### src/design/nlic_pkg.sv
// Package for the nested loop index counter.
// Holds the request and response types, command and status codes, and the
// control struct that drives one loop cell. No dependencies.
package nlic_pkg;

   localparam int DATA_W  = 32;
   localparam int LEVEL_W = 4;

   localparam logic [1:0] CMD_APPEND   = 2'd0;
   localparam logic [1:0] CMD_END_BODY = 2'd1;
   localparam logic [1:0] CMD_CONTINUE = 2'd2;
   localparam logic [1:0] CMD_READ     = 2'd3;

   localparam logic [1:0] STATUS_OK    = 2'd0;
   localparam logic [1:0] STATUS_HALT  = 2'd1;
   localparam logic [1:0] STATUS_RANGE = 2'd2;
   localparam logic [1:0] STATUS_FULL  = 2'd3;

   typedef struct packed {
      logic [1:0]               cmd;
      logic [LEVEL_W-1:0]       level;
      logic signed [DATA_W-1:0] start_value;
      logic signed [DATA_W-1:0] end_value;
      logic signed [DATA_W-1:0] step_value;
   } req_type;

   typedef struct packed {
      logic [1:0]               status;
      logic signed [DATA_W-1:0] value;
      logic                     done_res;
   } rsp_type;

   typedef struct packed {
      logic load;
      logic reload;
      logic adv;
      logic outermost;
   } cell_ctrl_type;

endpackage

### src/design/nlic_cell.sv
// One loop level of the nested loop index counter.
// Stores start, end, step and value, precomputes the next value and its
// carry, and passes carries outward. Depends on nlic_pkg.
module nlic_cell
   import nlic_pkg::*;
(
   input  logic                     clock,
   input  cell_ctrl_type            ctrl,
   input  logic signed [DATA_W-1:0] start_in,
   input  logic signed [DATA_W-1:0] end_in,
   input  logic signed [DATA_W-1:0] step_in,
   input  logic                     carry_in,
   output logic                     carry_out,
   output logic signed [DATA_W-1:0] value_out,
   output logic                     past_end
);

   logic signed [DATA_W-1:0] start_ff, start_in_w;
   logic signed [DATA_W-1:0] end_ff, end_in_w;
   logic signed [DATA_W-1:0] step_ff, step_in_w;
   logic signed [DATA_W-1:0] value_ff, value_in;
   logic signed [DATA_W-1:0] sum_ff, sum_in;
   logic                     wrap_ff, wrap_in;
   logic                     eq_ff, eq_in;
   logic signed [DATA_W:0]   sum_wide;
   logic signed [DATA_W:0]   end_wide;
   logic                     count_up;
   logic                     count_down;
   logic                     adv;

   assign count_up   = start_ff < end_ff;
   assign count_down = start_ff > end_ff;
   assign sum_wide   = {value_ff[DATA_W-1], value_ff} + {step_ff[DATA_W-1], step_ff};
   assign end_wide   = {end_ff[DATA_W-1], end_ff};
   assign adv        = ctrl.adv | carry_in;
   assign carry_out  = adv & wrap_ff & ~ctrl.outermost;
   assign value_out  = value_ff;

   always_comb begin
      if (count_up) begin
         past_end = value_ff > end_ff;
      end else if (count_down) begin
         past_end = value_ff < end_ff;
      end else begin
         past_end = value_ff != end_ff;
      end
   end

   always_comb begin
      sum_in = sum_wide[DATA_W-1:0];
      eq_in  = start_ff == end_ff;
      if (count_up) begin
         wrap_in = sum_wide > end_wide;
      end else if (count_down) begin
         wrap_in = sum_wide < end_wide;
      end else begin
         wrap_in = 1'b1;
      end
   end

   always_comb begin
      start_in_w = start_ff;
      end_in_w   = end_ff;
      step_in_w  = step_ff;
      value_in   = value_ff;
      if (ctrl.load) begin
         start_in_w = start_in;
         end_in_w   = end_in;
         step_in_w  = step_in;
         value_in   = start_in;
      end else if (adv) begin
         if (ctrl.outermost || !wrap_ff) begin
            value_in = sum_ff;
         end else if (!eq_ff) begin
            value_in = start_ff;
         end
      end else if (ctrl.reload) begin
         value_in = start_ff;
      end
   end

   always_ff @(posedge clock) begin
      start_ff <= start_in_w;
      end_ff   <= end_in_w;
      step_ff  <= step_in_w;
      value_ff <= value_in;
      sum_ff   <= sum_in;
      wrap_ff  <= wrap_in;
      eq_ff    <= eq_in;
   end

endmodule

### config.mk
export PLATFORM = sky130hd
export DESIGN_NAME = nlic_cell
export DESIGN_NICKNAME = d
export VERILOG_FILES = /design/src/design/nlic_pkg.sv /design/src/design/nlic_cell.sv
export SDC_FILE = /design/constraint.sdc
export NUM_CORES = 1
export LEC_CHECK = 0
export BUFFER_PORTS_ARGS = -buffer_cell sky130_fd_sc_hd__buf_2
export CORE_MARGIN = 2
export CORE_UTILIZATION = 60
export CTS_BUF_LIST = sky130_fd_sc_hd__clkbuf_8
export CTS_CLUSTER_SIZE = 8
export DETAILED_ROUTE_END_ITERATION = 6
export GPL_TIMING_DRIVEN = 0
export PLACE_DENSITY = 0.83
export SLEW_MARGIN = 20
export SYNTH_ARGS = -nofsm -noshare
export SYNTH_HDL_FRONTEND = slang
export SYNTH_SLANG_ARGS = --single-unit
### constraint.sdc
create_clock -name clock -period 11.3 [get_ports clock]
set_input_delay 1.13 -clock clock [delete_from_list [all_inputs] [get_ports clock]]
set_output_delay 1.13 -clock clock [all_outputs]
set_load 0.1 [all_outputs]
; Yosys cells after proc, flatten, opt, wreduce, memory -nomap -nowiden
; Index checks and enable logic that the tools add are counted.
[totals]
elab_cells = 34
in_bits = 102
ff_bits = 162
out_inout_bits = 34
[op_classes]
n_reduce_logical = 4
n_addsub = 1
order_cmp = 6
n_bitwise = 4
eq_ne = 3
mux = 9
[op_table]
columns = cell, n
row1 = $mux W32, 5
row2 = $gt A32 B32 Y1, 2
row3 = $lt A32 B32 Y1, 2
row4 = $add A32 B32 Y33, 1
row5 = $gt A33 B32 Y1, 1
row6 = $lt A33 B32 Y1, 1
row7 = $eq A32 B32 Y1, 1
row8 = $ne A32 B32 Y1, 1
row9 = $mux W1, 4
row10 = $ne A4 B3 Y1 const B, 1
row11 = $reduce_bool A3 Y1, 1
row12 = $and A1 B1 Y1, 2
row13 = $reduce_and A2 Y1, 1
row14 = $logic_not A1 Y1, 1
row15 = $logic_or A1 B1 Y1, 1
row16 = $not A1 Y1, 1
row17 = $or A1 B1 Y1, 1

; Longest topological paths before layout
[logic_depth]
ltp_word = 5
ltp_mapped = 18
depth_no_buf = 18

; Least setup slack after synthesis
; Ideal clock, no wire load.
[synth_timing]
path_kind = flip-flop to output port
startpoint = register value_ff[23] (netlist: value_out[23])
endpoint = output port past_end
path_stages_with_launch = 9
path_slack_ns = 6.346
required_ns = 10.170
n_path_buf = 0
arrival_ns = 3.824
cell_sequence = edfxtp_1 > ha_1 > a21oi_1 > o21ai_0 > a221oi_1 > nor2_1 > o32ai_1 > mux2i_1 > mux2i_1
[synth_via]
elab_chain_cells = 3
word_cells_on_any_way = 5
classes_between = 2 x order compare / 1 x eq/ne / 2 x mux
[synth_lines]
columns = item, line_no
row1 = from (decl), nlic_cell.sv:21  ; logic signed [DATA_W-1:0] value_ff, value_in;
row2 = from (signal assigned), nlic_cell.sv:86  ; value_ff <= value_in;
row3 = $lt A32 B32 Y1 or $ne A32 B32 Y1 (tied branches), "nlic_cell.sv:43, nlic_cell.sv:45"
row4 = $mux W1, nlic_cell.sv:42  ; end else if (count_down) begin
row5 = $mux W1 (*), nlic_cell.sv:40  ; if (count_up) begin
row6 = to (decl), nlic_cell.sv:15  ; output logic past_end
; Mark *: on every way between the ends. The rest lies on a longest branch, timed or not.

; Final worst setup path
[layout_timing]
startpoint = register end_ff[31]
endpoint = output port past_end
[layout_via]
elab_chain_cells = 3
word_cells_on_any_way = 7
classes_between = 4 x order compare / 1 x eq/ne / 2 x mux
[layout_lines]
columns = item, line_no
row1 = from (decl), nlic_cell.sv:19  ; logic signed [DATA_W-1:0] end_ff, end_in_w;
row2 = from (signal assigned), nlic_cell.sv:84  ; end_ff <= end_in_w;
row3 = $lt A32 B32 Y1 (tied with other cells), nlic_cell.sv:43  ; past_end = value_ff < end_ff;
row4 = $mux W1, nlic_cell.sv:42
row5 = $mux W1 (*), nlic_cell.sv:40
; Marks and branches as above.

==> results.toml <==
[sta]
max_slew.worst_pin.slew_ps = 1007
period_needed_ps = 4978
hold_violations = 0
grt_setup_unrepaired = "no"
clock.fmax_mhz = 200.9
setup_viol_count_final = 0
relSlewSlack_pct = 32.88
fin_skew_ps = 17.82
final.setup.tns_ps = 0
setup_ws_ps = 6322
finalMaxSlewViolations = 0
period_share_pct = 44.06

[synth]
synth_top_cell_area_share_pct = 41.60
yosys.area.top_type = "edfxtp_1"
ys_seq_area_share_pct = 48.97
syn_area_per_cell_um2 = 11.29
synth_nets = 1050
synth_edf_count = 128
synthArstFlopShare_pct = 0
synthDistinctLibCells = 67
synthCells = 818
ys.flop_type = "edfxtp_1"
ys_seq_elements = 162
ys_warn_count = 0
synth.area.top_cells = "edfxtp_1 42%, ha_1 17%, dfxtp_1 7.4%"
syn_area_um2 = 9239

[clock_network]
h-tree-depth = 4
numClockSinks = 162
clock_latency_ps = 470
root_buffer = "clkbuf_8"
cts.clk_slew.worst_paths_ps = 90
cts_setup_buffers = 0
clk_path_buf_depth = 2
cts_inserted_buffers = 17
cts_tree = "built"
ctsHoldBuffers = 0
ctsResizeCount = 0

[pwr]
leakage_nw = 4.777
power.density_nw_per_um2 = 214.8
max-vdd-ir-drop_mv = 0.1579

[final_layout]
final_common_cell = "buf_2"
fillers = 1113
area_growth_pct = 14.64
multi_input_area_um2 = 4463
final_area_um2 = 10590
seq_area_um2 = 4524
drive_above_1_share_pct = 18.26
layout_common_cells = "134 x buf_2, 129 x ha_1, 128 x edfxtp_1, 75 x nand2_1, 58 x a21oi_1"
final-instance-count-excl-fill = 1174
nNetsFinal = 1205
diodes = 0

[detailed_routing]
dr.first_iter.drc_count = 704
avgRoutedWirePerCell_um = 18.88
firstDrtPassIters = 7
vias = 7128
ant_nets = 0
post-route-drc-count = 0
vias_per_cell = 6.072
routed_wl_um = 22170

[die]
start_util_pct = 61.00
ioPinCount = 136
core-area_um2 = 15150
dieWidth_um = 128.1
die-area_um2 = 16410
dieHeight_um = 128.1
row_count = 45

[worst_setup_path]
crit_chain = "inv_1 > ha_1 > nand2_1 > nor4_1 > nand4_1 > nor3_1 > mux2i_1 > mux2i_1 > buf_2"
crit_required_ps = 10170
worst-path-buf-inv = 2
cp_slowest_cell = "nor4_1"
crit_fanout = 4
crit_arrival_ps = 3850
worstSetupEndpointType = "primary output"
critPathTopFamily = "simple AND/OR/NAND/NOR gates"
cpPeakStageDelay_ps = 690
start_kind = "flop"
crit_top_cell = "mux2i_1"
critPathKind = "flop to primary output"

[global_route]
grt_first_pass_wirelength_um = 35090
grt_start_max_net_pins = 60
grt_antenna_before_repair = 0
track_usage_pct = 28.05
gr-total-overflow = 0
grt_pass1_vias = 6940

[place]
dp_slack_ps = 6861
post-dp-hpwl_um = 16730
place_area_um2 = 10180
place_inst = 1142
gp_congestion = 0.9203
port_buffers = 135

[run_status]
status = "complete, no violations"

[run]
cap_violations = 0

[min_path]
hold_class = "flop to flop"
==> worst register-to-register path, cell delays in order (launching register included) <==
cell and delay (ps):
edfxtp_1 480, ha_1 350, a211oi_1 340, o21ai_1 170, a31oi_1 470, o31ai_2 220, a22oi_1 400, o21ai_0 200
xor2_1 200, ha_1 330, nand4_1 180, nor3_1 300, nand2_1 130, a31oi_1 230, o22ai_1 150, a31o_2 240
mux2i_1 190
==> per-stage QoR <==
stage,power [W],hold WS [ps],utilization (%)
2_1_floorplan,0.001580,457.8,-
3_3_place_gp,0.001793,527.0,67.01
3_5_place_dp,0.001821,530.1,67.24
4_1_cts,0.002263,557.2,69.93
5_1_grt,0.002406,568.0,69.93
6_report,0.002276,551.3,69.93
==> area by class of cell <==
class                           count  area share [%]
Tap cell                          188           2.221
Timing Repair Buffer              136           6.698
Inverter                           49           1.737
Multi-Input combinational cell    590           42.14
Sequential cell                   162           42.72
Buffer                             17          0.6379
Clock inverter                     12           1.252
Clock buffer                       20           2.599
==> cells in the mapped netlist (16+ instances only) <==
library cell	count
nand2_1	75
inv_1	49
nand4_1	21
mux2i_1	35
nor2_1	34
dfxtp_1	34
clkbuf_1	16
nand3_1	17
edfxtp_1	128
a21oi_1	58
ha_1	129
a21o_1	18
o21ai_0	56
==> registers in the layout, summed over array words and instances (netlist names) <==
register,cells
start_ff,32
value_out,32
step_ff,32
wrap_ff,1
end_ff,32
eq_ff,1
sum_ff,32
==> worst paths after layout <==
path / start / endpoint / slack (ps) / depth (start not counted)
setup / recovery: end_ff[31] / past_end / 6320 / 9
hold / removal: step_ff[0] / sum_ff[0] / 550 / 1
setup reg to reg: value_out[1] / wrap_ff / 6670 / 16
hold reg to reg: step_ff[0] / sum_ff[0] / 550 / 1
==> metal layers <==
metal | up-vias | part of all wire (%) | routed length, um | track usage [%]
li1 | 3414 | - | - | -
met5 | - | 0 | 0 | 0
met1 | 3321 | 45 | 9880 | 39.43
met4 | 0 | 3.0 | 655 | 10.80
met2 | 343 | 44 | 9860 | 43.28
met3 | 50 | 8.0 | 1768 | 5.593
==> logic make-up (layout without fill, tap and decap cells) <==
kind of cell	Yosys count	in the layout	share of synthesized area [%]
compound gates	197	197	13.62
xor+xnor	24	24	2.275
fa+ha+maj	130	130	17.69
buf+inv	66	234	2.722
flops	162	162	48.97
mux	35	35	3.792
simple gates	204	204	10.93
==> report_power, final <==
group | leakage, nW | switching (W) | internal (W)
Combinational | 2.99 | 0.000670 | 0.000331
Sequential | 1.57 | 0.0000643 | 0.000773
Clock | 0.218 | 0.000222 | 0.000215
(Power assumes the default switching activity.)
